### src/rtl/core/fwfa_pkg.sv
// shared types and constants for the segment allocator
`default_nettype none
package fwfa_pkg;
	localparam int MAX_SEGMENTS = 64;
	localparam int IDX_W = $clog2(MAX_SEGMENTS);
	localparam int CNT_W = IDX_W + 1;
	localparam logic [16:0] REGION_MAX_BYTES = 17'd65536;

	localparam logic [2:0] ST_OK        = 3'd0;
	localparam logic [2:0] ST_NO_FIT    = 3'd1;
	localparam logic [2:0] ST_NONE      = 3'd2;
	localparam logic [2:0] ST_FULL      = 3'd3;
	localparam logic [2:0] ST_ZERO      = 3'd4;
	localparam logic [2:0] ST_NOT_FOUND = 3'd5;

	localparam logic [1:0] STRAT_FIRST = 2'd1;
	localparam logic [1:0] STRAT_WORST = 2'd2;

	localparam logic [1:0] REG_STRATEGY = 2'd0;
	localparam logic [1:0] REG_BLOCK    = 2'd1;
	localparam logic [1:0] REG_REGION   = 2'd2;

	// classified command handed from front to back
	typedef struct packed {
		logic        is_free;
		logic        reject;
		logic [2:0]  rej_status;
		logic [16:0] need;
		logic [15:0] off;
	} cmd_t;

	// one entry of the segment table
	typedef struct packed {
		logic        used;
		logic [16:0] len;
		logic [16:0] start;
	} seg_t;
endpackage
`default_nettype wire

### src/rtl/core/fwfa_front.sv
// front part: accepts items, rounds requests and screens early rejects
`default_nettype none
module fwfa_front import fwfa_pkg::*; (
	input  wire logic        clk,
	input  wire logic        arst_n,
	input  wire logic        start,
	input  wire logic        op,
	input  wire logic [16:0] request_bytes,
	input  wire logic [15:0] release_offset,
	input  wire logic [1:0]  strategy,
	input  wire logic [12:0] block_bytes,
	input  wire logic        q_full,
	input  wire logic        q_empty,
	input  wire logic        back_busy,
	output logic             busy,
	output logic             push,
	output cmd_t             cmd
);
	// remainder found by restoring shift-and-subtract, one request bit a cycle
	localparam logic [1:0] F_IDLE  = 2'd0;
	localparam logic [1:0] F_DIV   = 2'd1;
	localparam logic [1:0] F_ROUND = 2'd2;
	localparam logic [1:0] F_PUSH  = 2'd3;
	logic [1:0]  state_q;
	logic [16:0] rem_q;
	logic [16:0] div_q;
	logic [4:0]  cnt_q;
	logic [16:0] trial;
	logic [16:0] blk;
	cmd_t        cmd_q;

	assign blk = (block_bytes == 13'd0) ? 17'd1 : {4'd0, block_bytes};
	assign trial = {rem_q[15:0], div_q[16]};
	assign busy = (state_q != F_IDLE) || !q_empty || back_busy || q_full;
	assign push = (state_q == F_PUSH);
	assign cmd = cmd_q;

	always_ff @(posedge clk or negedge arst_n) begin
		if (!arst_n) begin
			state_q <= F_IDLE;
		end else begin
			case (state_q)
				F_IDLE: if (start && !busy) begin
					cmd_q.is_free <= op;
					cmd_q.off     <= release_offset;
					cmd_q.need    <= request_bytes;
					div_q         <= request_bytes;
					rem_q         <= 17'd0;
					cnt_q         <= 5'd16;
					if (!op && strategy != STRAT_FIRST && strategy != STRAT_WORST) begin
						cmd_q.reject <= 1'b1; cmd_q.rej_status <= ST_NONE;
						state_q <= F_PUSH;
					end else if (!op && request_bytes == 17'd0) begin
						cmd_q.reject <= 1'b1; cmd_q.rej_status <= ST_ZERO;
						state_q <= F_PUSH;
					end else begin
						cmd_q.reject <= 1'b0; cmd_q.rej_status <= ST_OK;
						state_q <= op ? F_PUSH : F_DIV;
					end
				end
				F_DIV: begin
					rem_q <= (trial >= blk) ? trial - blk : trial;
					div_q <= {div_q[15:0], 1'b0};
					cnt_q <= cnt_q - 5'd1;
					if (cnt_q == 5'd0) state_q <= F_ROUND;
				end
				F_ROUND: begin
					// round up; a need past the region just fails to fit
					if (rem_q != 17'd0) begin
						if ({1'b0, cmd_q.need} + {1'b0, blk - rem_q} > 18'h1ffff)
							cmd_q.need <= 17'h1ffff;
						else
							cmd_q.need <= cmd_q.need + (blk - rem_q);
					end
					state_q <= F_PUSH;
				end
				F_PUSH: state_q <= F_IDLE;
				default: state_q <= F_IDLE;
			endcase
		end
	end
endmodule
`default_nettype wire

### src/rtl/core/fwfa_queue.sv
// two-entry command queue between front and back
`default_nettype none
module fwfa_queue import fwfa_pkg::*; (
	input  wire logic clk,
	input  wire logic arst_n,
	input  wire logic push,
	input  cmd_t      din,
	input  wire logic pop,
	output cmd_t      dout,
	output logic      empty,
	output logic      full
);
	cmd_t       mem_q [2];
	logic       wp_q, rp_q;
	logic [1:0] cnt_q;

	assign empty = (cnt_q == 2'd0);
	assign full  = (cnt_q == 2'd2);
	assign dout  = mem_q[rp_q];

	always_ff @(posedge clk) begin
		if (push && !full) mem_q[wp_q] <= din;
	end

	always_ff @(posedge clk or negedge arst_n) begin
		if (!arst_n) begin
			wp_q <= 1'b0; rp_q <= 1'b0; cnt_q <= 2'd0;
		end else begin
			if (push && !full) wp_q <= ~wp_q;
			if (pop && !empty) rp_q <= ~rp_q;
			cnt_q <= cnt_q + 2'((push && !full) ? 1 : 0) - 2'((pop && !empty) ? 1 : 0);
		end
	end
endmodule
`default_nettype wire

### src/rtl/core/fwfa_back.sv
// back part: walks and edits the segment table
`default_nettype none
module fwfa_back import fwfa_pkg::*; (
	input  wire logic        clk,
	input  wire logic        arst_n,
	input  wire logic        init,
	input  wire logic [16:0] region_len,
	input  wire logic [1:0]  strategy,
	input  wire logic        q_empty,
	input  cmd_t             cmd,
	output logic             pop,
	output logic             active,
	output logic             done,
	output logic [15:0]      granted_offset,
	output logic [2:0]       status
);
	localparam logic [2:0] B_INIT  = 3'd0;
	localparam logic [2:0] B_IDLE  = 3'd1;
	localparam logic [2:0] B_SCAN  = 3'd2;
	localparam logic [2:0] B_COMP  = 3'd3;
	localparam logic [2:0] B_SHIFT = 3'd4;
	localparam logic [2:0] B_MERGE = 3'd5;
	localparam logic [2:0] B_MEND  = 3'd6;
	localparam logic [2:0] B_DONE  = 3'd7;

	// segment table in memory, one registered read and one write a cycle;
	// entries at or above count_q are never used, so init writes entry 0 only
	seg_t             seg_mem [MAX_SEGMENTS];
	seg_t             rd_q;
	logic [IDX_W-1:0] rd_addr;
	logic             we;
	logic [IDX_W-1:0] wr_addr;
	seg_t             wr_data;

	logic [CNT_W-1:0] count_q;
	logic [16:0]      region_len_q;
	logic [2:0]       state_q;
	cmd_t             c_q;
	logic [CNT_W-1:0] i_q;
	logic             v_s1;
	logic [IDX_W-1:0] idx_s1;
	logic [IDX_W-1:0] dst_s1;
	logic [IDX_W-1:0] pick_q;
	logic [16:0]      pick_start_q;
	logic             found_q;
	logic [16:0]      best_q;
	logic [CNT_W-1:0] w_q;
	logic [IDX_W-1:0] wp_q;
	seg_t             hold_q;
	logic             hold_v_q;
	logic [IDX_W-1:0] ix;
	logic [IDX_W-1:0] wx;
	logic             last_s1;
	logic             scan_hit;
	logic             split;
	logic             table_full;
	seg_t             mg;
	logic             mg_join;

	assign ix = i_q[IDX_W-1:0];
	assign wx = w_q[IDX_W-1:0];
	assign active = (state_q != B_IDLE);
	assign pop = (state_q == B_IDLE) && !q_empty;
	assign last_s1 = ({1'b0, idx_s1} == count_q - 1'b1);
	assign split = (best_q != c_q.need);
	assign table_full = (count_q >= CNT_W'(MAX_SEGMENTS));
	assign mg_join = hold_v_q && !hold_q.used && !mg.used;

	// entry under test in the walk
	always_comb begin
		if (c_q.is_free)
			scan_hit = rd_q.used && (rd_q.start == {1'b0, c_q.off});
		else
			scan_hit = !rd_q.used && (rd_q.len >= c_q.need) &&
			           (!found_q || rd_q.len > best_q);
	end

	// the released entry reads as free during compaction
	always_comb begin
		mg = rd_q;
		if (idx_s1 == pick_q) mg.used = 1'b0;
	end

	always_comb begin
		rd_addr = (state_q == B_SHIFT) ? wx - 1'b1 : ix;
	end

	always_comb begin
		we = 1'b0;
		wr_addr = '0;
		wr_data = '0;
		case (state_q)
			B_INIT: begin
				we = 1'b1;
				wr_data.len = region_len_q;
			end
			B_COMP: begin
				// mark the picked entry used before the tail moves up
				if (found_q && (!split || !table_full)) begin
					we = 1'b1;
					wr_addr = pick_q;
					wr_data.used = 1'b1;
					wr_data.len = c_q.need;
					wr_data.start = pick_start_q;
				end
			end
			B_SHIFT: begin
				if (v_s1) begin
					we = 1'b1;
					wr_addr = dst_s1;
					wr_data = rd_q;
				end else if (w_q <= {1'b0, pick_q} + 1'b1) begin
					we = 1'b1;
					wr_addr = pick_q + 1'b1;
					wr_data.len = best_q - c_q.need;
					wr_data.start = pick_start_q + c_q.need;
				end
			end
			B_MERGE: begin
				if (v_s1 && hold_v_q && !mg_join) begin
					we = 1'b1;
					wr_addr = wp_q;
					wr_data = hold_q;
				end
			end
			B_MEND: begin
				we = 1'b1;
				wr_addr = wp_q;
				wr_data = hold_q;
			end
			default: ;
		endcase
	end

	always_ff @(posedge clk) begin
		if (we) seg_mem[wr_addr] <= wr_data;
		rd_q <= seg_mem[rd_addr];
	end

	always_ff @(posedge clk or negedge arst_n) begin
		if (!arst_n) begin
			state_q <= B_INIT;
			count_q <= CNT_W'(1);
			region_len_q <= REGION_MAX_BYTES;
			done <= 1'b0;
		end else if (init) begin
			state_q <= B_INIT;
			count_q <= CNT_W'(1);
			region_len_q <= region_len;
			done <= 1'b0;
		end else begin
			done <= (state_q == B_DONE);
			case (state_q)
				B_INIT: state_q <= B_IDLE;
				B_IDLE: if (!q_empty) begin
					c_q <= cmd;
					i_q <= '0;
					v_s1 <= 1'b0;
					found_q <= 1'b0;
					best_q <= '0;
					pick_q <= '0;
					pick_start_q <= '0;
					wp_q <= '0;
					hold_v_q <= 1'b0;
					if (cmd.reject) begin
						status <= cmd.rej_status; granted_offset <= 16'd0;
						state_q <= B_DONE;
					end else begin
						state_q <= B_SCAN;
					end
				end
				B_SCAN: begin
					// reads run one entry ahead of the compare
					if (v_s1 && scan_hit) begin
						found_q <= 1'b1; best_q <= rd_q.len;
						pick_q <= idx_s1; pick_start_q <= rd_q.start;
					end
					if (v_s1 && ((scan_hit && (c_q.is_free || strategy == STRAT_FIRST)) ||
					    last_s1)) begin
						v_s1 <= 1'b0;
						i_q <= '0;
						if (!c_q.is_free) begin
							state_q <= B_COMP;
						end else if (scan_hit) begin
							state_q <= B_MERGE;
						end else begin
							status <= ST_NOT_FOUND; granted_offset <= 16'd0;
							state_q <= B_DONE;
						end
					end else begin
						v_s1 <= (i_q < count_q);
						idx_s1 <= ix;
						i_q <= i_q + 1'b1;
					end
				end
				B_COMP: begin
					if (!found_q) begin
						status <= ST_NO_FIT; granted_offset <= 16'd0;
						state_q <= B_DONE;
					end else if (split) begin
						if (table_full) begin
							status <= ST_FULL; granted_offset <= 16'd0;
							state_q <= B_DONE;
						end else begin
							w_q <= count_q;
							v_s1 <= 1'b0;
							state_q <= B_SHIFT;
						end
					end else begin
						status <= ST_OK; granted_offset <= pick_start_q[15:0];
						state_q <= B_DONE;
					end
				end
				B_SHIFT: begin
					// tail moves up one entry a cycle, then the remainder goes in
					if (w_q > {1'b0, pick_q} + 1'b1) begin
						v_s1 <= 1'b1;
						dst_s1 <= wx;
						w_q <= w_q - 1'b1;
					end else begin
						v_s1 <= 1'b0;
						if (!v_s1) begin
							count_q <= count_q + 1'b1;
							status <= ST_OK;
							granted_offset <= pick_start_q[15:0];
							state_q <= B_DONE;
						end
					end
				end
				B_MERGE: begin
					// compaction pass: runs of free entries fold into one
					if (v_s1) begin
						if (!hold_v_q) begin
							hold_q <= mg;
							hold_v_q <= 1'b1;
						end else if (mg_join) begin
							hold_q.len <= hold_q.len + mg.len;
						end else begin
							wp_q <= wp_q + 1'b1;
							hold_q <= mg;
						end
					end
					if (v_s1 && last_s1) begin
						v_s1 <= 1'b0;
						state_q <= B_MEND;
					end else begin
						v_s1 <= (i_q < count_q);
						idx_s1 <= ix;
						i_q <= i_q + 1'b1;
					end
				end
				B_MEND: begin
					count_q <= {1'b0, wp_q} + 1'b1;
					status <= ST_OK; granted_offset <= 16'd0;
					state_q <= B_DONE;
				end
				B_DONE: state_q <= B_IDLE;
				default: state_q <= B_IDLE;
			endcase
		end
	end
endmodule
`default_nettype wire

### src/rtl/core/first_worst_fit_allocator.sv
// top level of the segment allocator
// A transaction is accepted when start is high and busy is low; busy stays high
// until its single result has been shown, so one item is in flight at a time.
// The result (granted_offset, status) is valid for exactly one cycle while done
// is high; the receiver cannot stall it. An allocate finds request_bytes modulo
// block_bytes by shift-and-subtract, then rounds up and hands over; the back
// then walks the table at one entry a cycle (up to 64 entries, worst fit always
// walks all of it) and a split moves the tail up one entry a cycle (up to 62
// entries). A free walks the table to find its segment, then rewrites the table
// in one compaction pass at one entry a cycle. Busy falls the cycle after done.
// Writing any configuration register reinitialises the table to one free segment.
`default_nettype none
module first_worst_fit_allocator import fwfa_pkg::*; (
	input  wire logic        clk,
	input  wire logic        arst_n,
	input  wire logic        start,
	output logic             busy,
	input  wire logic        op,
	input  wire logic [16:0] request_bytes,
	input  wire logic [15:0] release_offset,
	output logic             done,
	output logic [15:0]      granted_offset,
	output logic [2:0]       status,
	input  wire logic        psel,
	input  wire logic        penable,
	input  wire logic        pwrite,
	input  wire logic [3:0]  paddr,
	input  wire logic [31:0] pwdata,
	output logic [31:0]      prdata,
	output logic             pready
);
	logic [1:0]  strategy_q;
	logic [12:0] block_q;
	logic [16:0] region_q;
	logic        wr, hit, push, pop, q_empty, q_full, back_active;
	logic [16:0] region_len;
	cmd_t        f_cmd, q_cmd;

	assign pready = 1'b1;
	assign wr  = psel && penable && pwrite;
	assign hit = wr && (paddr[3:2] <= REG_REGION);

	// clamp the region size as the table is built
	always_comb begin
		region_len = pwdata[16:0];
		if (region_len == 17'd0) region_len = 17'd1;
		if (region_len > REGION_MAX_BYTES) region_len = REGION_MAX_BYTES;
		if (paddr[3:2] != REG_REGION) begin
			region_len = region_q;
			if (region_len == 17'd0) region_len = 17'd1;
			if (region_len > REGION_MAX_BYTES) region_len = REGION_MAX_BYTES;
		end
	end

	always_ff @(posedge clk or negedge arst_n) begin
		if (!arst_n) begin
			strategy_q <= 2'd0;
			block_q    <= 13'd1;
			region_q   <= 17'd65536;
		end else if (hit) begin
			case (paddr[3:2])
				REG_STRATEGY: strategy_q <= pwdata[1:0];
				REG_BLOCK:    block_q    <= pwdata[12:0];
				REG_REGION:   region_q   <= pwdata[16:0];
				default: ;
			endcase
		end
	end

	always_comb begin
		case (paddr[3:2])
			REG_STRATEGY: prdata = {30'd0, strategy_q};
			REG_BLOCK:    prdata = {19'd0, block_q};
			REG_REGION:   prdata = {15'd0, region_q};
			default:      prdata = 32'd0;
		endcase
	end

	fwfa_front u_front (
		.clk, .arst_n, .start, .op, .request_bytes, .release_offset,
		.strategy(strategy_q), .block_bytes(block_q),
		.q_full, .q_empty, .back_busy(back_active || done),
		.busy, .push, .cmd(f_cmd)
	);

	fwfa_queue u_queue (
		.clk, .arst_n, .push, .din(f_cmd), .pop, .dout(q_cmd),
		.empty(q_empty), .full(q_full)
	);

	fwfa_back u_back (
		.clk, .arst_n, .init(hit), .region_len, .strategy(strategy_q),
		.q_empty, .cmd(q_cmd), .pop, .active(back_active), .done,
		.granted_offset, .status
	);
endmodule
`default_nettype wire
### config.mk
export PLATFORM = sky130hd
export DESIGN_NAME = first_worst_fit_allocator
export DESIGN_NICKNAME = d
export VERILOG_FILES = /design/src/rtl/core/fwfa_pkg.sv /design/src/rtl/core/fwfa_front.sv /design/src/rtl/core/fwfa_queue.sv /design/src/rtl/core/fwfa_back.sv /design/src/rtl/core/first_worst_fit_allocator.sv
export SDC_FILE = /design/constraint.sdc
export NUM_CORES = 2
export LEC_CHECK = 0
export ABC_AREA = 1
export BUFFER_PORTS_ARGS = -buffer_cell sky130_fd_sc_hd__buf_2
export CORE_MARGIN = 2
export CORE_UTILIZATION = 45
export DETAILED_ROUTE_END_ITERATION = 7
export PLACE_DENSITY = 0.59
export SETUP_SLACK_MARGIN = 0.1
export SLEW_MARGIN = 20
export SYNTH_ARGS = -nofsm -noshare
export SYNTH_HDL_FRONTEND = slang
export SYNTH_SLANG_ARGS = --single-unit
export TNS_END_PERCENT = 10
### constraint.sdc
create_clock -name clk -period 6.9 [get_ports clk]
set_input_delay 1.035 -clock clk [delete_from_list [all_inputs] [get_ports clk]]
set_output_delay 1.035 -clock clk [all_outputs]
set_load 0.03 [all_outputs]
-- Yosys cells after proc, flatten, opt, wreduce, memory -nomap -nowiden
Memory sizes are Yosys's and may differ from the RTL's. A register that Yosys moved wholly into a read port is not among the register bits.
Index checks and enable logic that the tools add are counted.
- flip-flop bits (word level): 306
- bits in writable memories: 2316
- word-level logic and storage cells: 341
- memories kept: 2
- memory list (memory ; depth ; width ; read ports ; clocked after Yosys merged registers in ; wr ports ; line ; text):
    u_back.seg_mem ; 64 ; 35 ; 1 ; 1 ; 1 ; fwfa_back.sv:28 ; seg_t seg_mem [MAX_SEGMENTS];
    u_queue.mem_q ; 2 ; 38 ; 1 ; 0 ; 1 ; fwfa_queue.sv:13 ; cmd_t mem_q [2];
- $add $sub $neg: 19
- $lt $le $gt $ge: 11
- equal/unequal tests: 49
- mux-type cells: 133
- bitwise gates (word level): 4
- reductions and logical operators: 85
- operator list (cell ; count):
    $mux 17 ; 16
    $pmux 17 s2 ; 5
    $mux 16 ; 10
    $mux 35 ; 3
    $pmux 17 s5 ; 1
    $pmux 16 s5 ; 1
    $mux 6 ; 12
    $mux 7 ; 10
    $mux 34 ; 2
    $pmux 17 s4 ; 1
    $mux 3 ; 19
    $add 17x17->17 ; 3
    $logic_not 17->1 ; 3
    $pmux 17 s3 ; 1
    $sub 17x17->17 ; 3
    $pmux 6 s2 ; 3
    $ge 17x17->1 ; 2
    $gt 17x17->1 const B ; 2
    $mux 33 ; 1
    $reduce_and 5->1 ; 6
    $pmux 7 s2 ; 2
    $mux 1 ; 24
    $ne 2x1->1 const B ; 12
    $ne 2x2->1 const B ; 12
    60 further kinds ; 147

-- Logic depth before layout (Yosys ltp)
- depth after elaboration: 10
- mapped depth: 29
- depth with buffers taken out: 29

-- Hierarchy
From an unflattened synthesis, not the netlist that was laid out.
- cells, all modules: 9198
- area, all modules: 114335.9 µm²
- by module, submodules not included (module ; times used ; cells an instance ; area each (µm²)):
    fwfa_back ; 1 ; 7687 ; 102519.6
    fwfa_front ; 1 ; 938 ; 6631.4
    fwfa_queue ; 1 ; 232 ; 2994.1
    first_worst_fit_allocator ; 1 ; 341 ; 2190.9

-- Least setup slack after synthesis
No wires, ideal clock.
- path kind: reg-to-reg
- start point: register u_back.pick_q[0]
- end point: memory u_back.seg_mem[0][2] (netlist bit) (data pin)
- setup time: 0.702 ns
- data arrival time: 4.933 ns
- required time: 6.198 ns
- setup slack: 1.265 ns
- cell stages (with the launch flop): 14
- buffers on the path: 1
- period minus slack after synthesis: 5.635 ns
- cells stage by stage: edfxtp_1 ha_1 nand3_1 xor2_1 ha_1 a21oi_1 o21a_1 nand2_1 nand2_1 nand2_1 nor2_2 clkinv_1 clkbuf_1 o21ai_0
- RTL lines (item ; line ; text):
    from (decl) ; fwfa_back.sv:43 ; logic [IDX_W-1:0] pick_q;
    from (signal assigned) ; fwfa_back.sv:176 ; pick_q <= idx_s1; pick_start_q <= rd_q.start;
    to (decl) ; fwfa_back.sv:28 ;

-- Worst setup path after layout
- start point: register u_back.c_q[25] (netlist bit)
- end point: memory u_back.seg_mem[40][8] (netlist bit), enable pin
- word-level cells in the longest chain between the ends: 8
- RTL lines (item ; line ; text):
    from (decl) ; fwfa_back.sv:38 ; cmd_t c_q;
    from (signal assigned) ; fwfa_back.sv:156 ; c_q <= cmd;
    $ne 17x17->1 (*) ; fwfa_back.sv:65 ; assign split = (best_q != c_q.need);
    $logic_not 1->1 (*) ; fwfa_back.sv:99 ; if (found_q && (!split || !table_full)) begin
    $logic_or 1x1->1 (*) ; fwfa_back.sv:99 ;
    $logic_and 1x1->1 (*) ; fwfa_back.sv:99 ;
    $mux 1 ; fwfa_back.sv:99 ;
    $pmux 1 s4 ; fwfa_back.sv:92 ; case (state_q)
    $mux 1 ; fwfa_back.sv:136 ; if (we) seg_mem[wr_addr] <= wr_data;
    $mux 1 (not written as such) ; fwfa_back.sv:136 ;
Mark *: on every way between the ends. The rest lies on a longest branch, timed or not.

==> impl_metrics.prom <==
# TYPE chip_impl_metric gauge
chip_impl_metric{name="input_output_buffers",unit=""} 96
chip_impl_metric{name="dieArea",unit="um^2"} 256000
chip_impl_metric{name="final_critical_path_setup_slack",unit="ns"} 1.29
chip_impl_metric{name="max_freq",unit="MHz"} 178
chip_impl_metric{name="yosys.cell_types.count",unit=""} 63
chip_impl_metric{name="design.final.nets",unit=""} 9486
chip_impl_info{name="critical_path.reg2reg.startpoint",value="u_back.c_q[25]$_DFFE_PP_"} 1
chip_impl_metric{name="p_clk_frac",unit=""} 0.248
chip_impl_metric{name="chipHeight",unit="um"} 506
chip_impl_metric{name="grt_usage",unit=""} 0.258
chip_impl_metric{name="power_density",unit="nW/um^2"} 471
chip_impl_metric{name="detailed_router_s_first_iteration_violation_count",unit=""} 9186
chip_impl_metric{name="clk_pin_slew_worst_paths",unit="ns"} 0.06
chip_impl_metric{name="power.internal",unit="mW"} 35.8
chip_impl_info{name="min_delay_worst_endpoint",value="u_front.cmd[12]$_DFFE_PP_"} 1
chip_impl_metric{name="rows",unit=""} 184
chip_impl_info{name="tritoncts",value="done"} 1
chip_impl_info{name="critPathTopFamily",value="simple AND/OR/NAND/NOR gates"} 1
chip_impl_info{name="holdCritStartpoint",value="release_offset[12]"} 1
chip_impl_metric{name="placement.setup.worst_slack",unit="ns"} 1.42
chip_impl_metric{name="combined_area_of_all_synthesized_cells",unit="um^2"} 113000
chip_impl_metric{name="worst_ir_drop_vdd",unit="mV"} 0.413
chip_impl_info{name="synth_top_area_cell",value="sky130_fd_sc_hd__edfxtp_1"} 1
chip_impl_metric{name="grt_start_max_net_pins",unit=""} 223
chip_impl_metric{name="ys_seq_area_frac",unit=""} 0.696
chip_impl_metric{name="gp_routability_congestion",unit=""} 0.919
chip_impl_metric{name="grt_overflow_total",unit=""} 0
chip_impl_metric{name="leakagePower",unit="nW"} 44.2
chip_impl_metric{name="path_buf_inv",unit=""} 4
chip_impl_metric{name="final_critical_path_share_of_the_clock_period",unit=""} 0.813
chip_impl_metric{name="wirelength",unit="um"} 337000
chip_impl_metric{name="layout-drive-gt1-share",unit=""} 0.115
chip_impl_info{name="crit_path_end_kind",value="register"} 1
chip_impl_metric{name="ys_warn_count",unit=""} 0
chip_impl_metric{name="cp_data_required_time",unit="ns"} 7.51
chip_impl_metric{name="power.switching",unit="mW"} 24.2
chip_impl_metric{name="syn_area_per_cell",unit="um^2"} 12.3
chip_impl_metric{name="floorplan.die.width",unit="um"} 506
chip_impl_metric{name="drcViolationCount",unit=""} 0
chip_impl_info{name="critical_path.startpoint_type",value="register"} 1
chip_impl_metric{name="maxSlewHeadroom",unit=""} 0.229
chip_impl_metric{name="power.switching_fraction",unit=""} 0.404
chip_impl_metric{name="detail-route-antenna-nets",unit=""} 0
chip_impl_metric{name="final_cell_count_no_fill",unit=""} 12820
chip_impl_metric{name="cts_sinks",unit=""} 2654
chip_impl_metric{name="nFillCells",unit=""} 21562
chip_impl_metric{name="antenna_found_initial",unit=""} 22
chip_impl_info{name="status",value="complete, no violations"} 1
chip_impl_metric{name="cp.arrival",unit="ns"} 6.22
chip_impl_metric{name="max_slew.worst_pin.slew",unit="ns"} 1.16
chip_impl_metric{name="worst_r2r_path_depth",unit=""} 15
chip_impl_metric{name="dpl_cell_area",unit="um^2"} 118000
chip_impl_metric{name="timing.hold.worst_path_depth",unit=""} 1
chip_impl_metric{name="setup-tns-final",unit="ns"} 0
chip_impl_metric{name="final_hold_viol_count",unit=""} 0
chip_impl_metric{name="drt-pass1-iter-count",unit=""} 6
chip_impl_metric{name="synth-edff-count",unit=""} 2553
chip_impl_metric{name="first_global_vias",unit=""} 70451
chip_impl_metric{name="core-area",unit="um^2"} 251000
chip_impl_info{name="timing.hold.worst.class",value="input pin to register"} 1
chip_impl_metric{name="cts-htree-levels",unit=""} 5
chip_impl_metric{name="boundaryPins",unit=""} 130
chip_impl_metric{name="synth_top_area_share",unit=""} 0.676
chip_impl_metric{name="maxCapViolations",unit=""} 0
chip_impl_metric{name="setup_viol_count_final",unit=""} 0
chip_impl_info{name="crit_path_top_delay_cell",value="sky130_fd_sc_hd__nor2_4"} 1
chip_impl_metric{name="initial_core_util",unit=""} 0.452
chip_impl_metric{name="max_stage_delay",unit="ns"} 0.89
chip_impl_metric{name="critical_path_peak_fanout",unit=""} 27
chip_impl_metric{name="signed_area_change_from_the_synthesized_netlist_to_the_final_layout",unit="%"} 12.4
chip_impl_metric{name="cts_repair_resize_count",unit=""} 0
chip_impl_metric{name="ff2ff_setup_slack",unit="ns"} 1.29
chip_impl_metric{name="p_comb_frac",unit=""} 0.381
chip_impl_metric{name="multi_input_area",unit="um^2"} 30100
chip_impl_metric{name="cts_buffer_depth",unit=""} 4
chip_impl_metric{name="route.vias.total",unit=""} 75090
chip_impl_metric{name="route.detailed.vias_per_inst",unit=""} 5.86
chip_impl_metric{name="total_power",unit="mW"} 60.0
chip_impl_info{name="ys_top_cells_by_area",value="sky130_fd_sc_hd__edfxtp_1 68%, sky130_fd_sc_hd__o211ai_1 6.6%, sky130_fd_sc_hd__o21ai_0 4.4%"} 1
chip_impl_info{name="rr_endpoint",value="u_back.seg_mem[40][8]$_DFFE_PP_"} 1
chip_impl_info{name="cts.root.buffer_cell",value="sky130_fd_sc_hd__clkbuf_16"} 1
chip_impl_metric{name="synthesized_instance_count",unit=""} 9202
chip_impl_metric{name="fin_worst_skew",unit="ns"} 0.0838
chip_impl_metric{name="layout.cell_area.non_filler",unit="um^2"} 128000
chip_impl_metric{name="fraction_of_power_consumed_by_sequential_logic",unit=""} 0.371
chip_impl_metric{name="first_pass_grt_wire_length",unit="um"} 488000
chip_impl_metric{name="finalWorstPathRequiredPeriod",unit="ns"} 5.61
chip_impl_metric{name="inserted_clock_buffers",unit=""} 298
chip_impl_metric{name="asyncSetResetFlopFracSynth",unit=""} 0.0249
chip_impl_metric{name="wl_per_cell",unit="um"} 26.3
chip_impl_metric{name="cts.hold.buffers_added",unit=""} 0
chip_impl_info{name="grt_setup_unrepaired",value="false"} 1
chip_impl_metric{name="clkLatencyLatePin",unit="ns"} 0.96
chip_impl_info{name="synthFlopType",value="sky130_fd_sc_hd__edfxtp_1"} 1
chip_impl_metric{name="placed_instance_count",unit=""} 12296
chip_impl_metric{name="dp_hpwl",unit="um"} 197000
chip_impl_metric{name="synth.ff_latch_count",unit=""} 2654
chip_impl_info{name="crit_path_category",value="register to register"} 1
chip_impl_metric{name="timing_max_transition_violations_final",unit=""} 0
chip_impl_info{name="crit_path_cell_trace",value="inv_1 > ha_1 > nand2_1 > nor2_1 > inv_1 > nor2_1 > nand3_2 > a21oi_1 > nand2_2 > inv_2 > nand2_1 > nand3_1 > nand3_1 > nor2_4 > buf_4"} 1
chip_impl_metric{name="post-cts-setup-buffers",unit=""} 0
chip_impl_metric{name="seqCellArea",unit="um^2"} 79000
kinds of logic (layout without fill, tap and decap cells):
| kind of cell | Yosys count | after routing | synth area share |
|---|---|---|---|
| AO/OA/AOI/OAI | 2519 | 2519 | 0.137 |
| XOR/XNOR | 87 | 87 | 0.00672 |
| adder cells (fa/ha/maj) | 159 | 159 | 0.0179 |
| buffers and inverters | 1287 | 1539 | 0.0482 |
| flip-flops | 2654 | 2654 | 0.696 |
| other | 2 | 20 | 0.0000662 |
| AND/OR/NAND/NOR | 2494 | 2494 | 0.0941 |
cell type report:
type	instances	area share
antenna	4	0.0000785
clock buffer	378	0.0625
clock inverter	139	0.00829
inverter	718	0.0216
multi-input combinational	5275	0.236
sequential	2654	0.620
tap	3348	0.0329
timing repair buffer	304	0.0193
metrics by stage:
stage	utilization	hold WS (ns)
6_report	0.508	0.285
5_1_grt	0.508	0.243
4_1_cts	0.508	0.211
3_5_place_dp	0.472	0.417
3_3_place_gp	0.472	0.425
2_1_floorplan	-	0.408
flip-flops by register name (all words and copies together), names as in the netlist, 34 cells and up:
register	flops
u_back.c_q	34
u_queue.mem_q	74
u_back.seg_mem	2240
u_back.hold_q	35
u_back.mg	34
u_front.cmd	37
per-layer routing:
layer	wire length (um)	up-vias	GRT usage	share of wire
met3	29300	466	0.0413	0.087
li1	-	33762	-	-
met4	10600	12	0.0815	0.032
met2	150000	3225	0.388	0.45
met1	147000	37625	0.383	0.44
met5	73	-	0	0.00022
Yosys cell counts (all sizes together) (6+ instances only):
| master | count |
|---|---|
| dfrtp | 62 |
| a22oi | 20 |
| or2 | 256 |
| a21o | 7 |
| o211ai | 990 |
| nor3 | 35 |
| inv | 714 |
| a21boi | 11 |
| fa | 6 |
| o21a | 8 |
| xnor2 | 41 |
| clkbuf | 308 |
| a31oi | 7 |
| ha | 153 |
| o22ai | 96 |
| buf | 261 |
| nand4 | 35 |
| edfxtp | 2553 |
| o2111ai | 18 |
| a211oi | 8 |
| o21ai | 1152 |
| dfxtp | 35 |
| nor2 | 861 |
| a21oi | 182 |
| nand2 | 960 |
| nor4 | 15 |
| xor2 | 46 |
| nand3 | 325 |
worst max-delay path by stage:
stage                                        start                               end  slack [ns]  depth (start not counted)
floorplan           u_back.pick_q[0]$_SDFFCE_PN0P_    u_back.seg_mem[0][2]$_DFFE_PP_        1.27                         13
global placement          u_back.c_q[25]$_DFFE_PP_  u_back.seg_mem[40][11]$_DFFE_PP_        1.43                         17
detailed placement        u_back.c_q[25]$_DFFE_PP_  u_back.seg_mem[40][11]$_DFFE_PP_        1.42                         15
CTS                       u_back.c_q[26]$_DFFE_PP_   u_back.seg_mem[40][5]$_DFFE_PP_        1.43                         15
global route              u_back.c_q[26]$_DFFE_PP_   u_back.seg_mem[40][8]$_DFFE_PP_        1.12                         17
finish                    u_back.c_q[25]$_DFFE_PP_   u_back.seg_mem[40][8]$_DFFE_PP_        1.29                         15
power by group through the flow:
stage          Sequential [mW]  Clock, mW  Combinational (mW)
5_1_grt                   22.3       15.8                24.7
4_1_cts                   22.2       15.1                22.6
6_report                  22.3       14.9                22.9
3_3_place_gp              22.5          0                22.2
3_5_place_dp              22.6          0                22.5
2_1_floorplan             22.5          0                13.6
cells in the final DEF (no fill, tap or decap), types with 12 or more instances in the layout:
cell type                    Yosys  routed
sky130_fd_sc_hd__a21oi_1       181     180
sky130_fd_sc_hd__a22oi_1        20      20
sky130_fd_sc_hd__buf_12          2      28
sky130_fd_sc_hd__buf_2         160      95
sky130_fd_sc_hd__buf_4          51     177
sky130_fd_sc_hd__bufinv_16       0      13
sky130_fd_sc_hd__clkbuf_1      304      69
sky130_fd_sc_hd__clkbuf_16       0     307
sky130_fd_sc_hd__clkinv_1        4      64
sky130_fd_sc_hd__clkinv_2        0      45
sky130_fd_sc_hd__clkinvlp_4      0      13
sky130_fd_sc_hd__conb_1          2      16
sky130_fd_sc_hd__dfrtp_1        62      62
sky130_fd_sc_hd__dfxtp_1        35      35
sky130_fd_sc_hd__edfxtp_1     2553    2553
sky130_fd_sc_hd__ha_1          153     153
sky130_fd_sc_hd__inv_1         701     701
sky130_fd_sc_hd__nand2_1       954     951
sky130_fd_sc_hd__nand3_1       317     316
sky130_fd_sc_hd__nand4_1        35      35
sky130_fd_sc_hd__nor2_1        858     790
sky130_fd_sc_hd__nor2_4          0      68
sky130_fd_sc_hd__nor3_1         35      32
sky130_fd_sc_hd__nor4_1         15      14
sky130_fd_sc_hd__o2111ai_4       0      16
sky130_fd_sc_hd__o211ai_1      990     990
sky130_fd_sc_hd__o21ai_0       990     982
sky130_fd_sc_hd__o21ai_1       160     158
sky130_fd_sc_hd__o21ai_4         0      12
sky130_fd_sc_hd__o22ai_1        96      96
sky130_fd_sc_hd__or2_2         249     249
sky130_fd_sc_hd__xnor2_1        41      41
sky130_fd_sc_hd__xor2_1         46      46
Power figures use the tool's default switching activity.
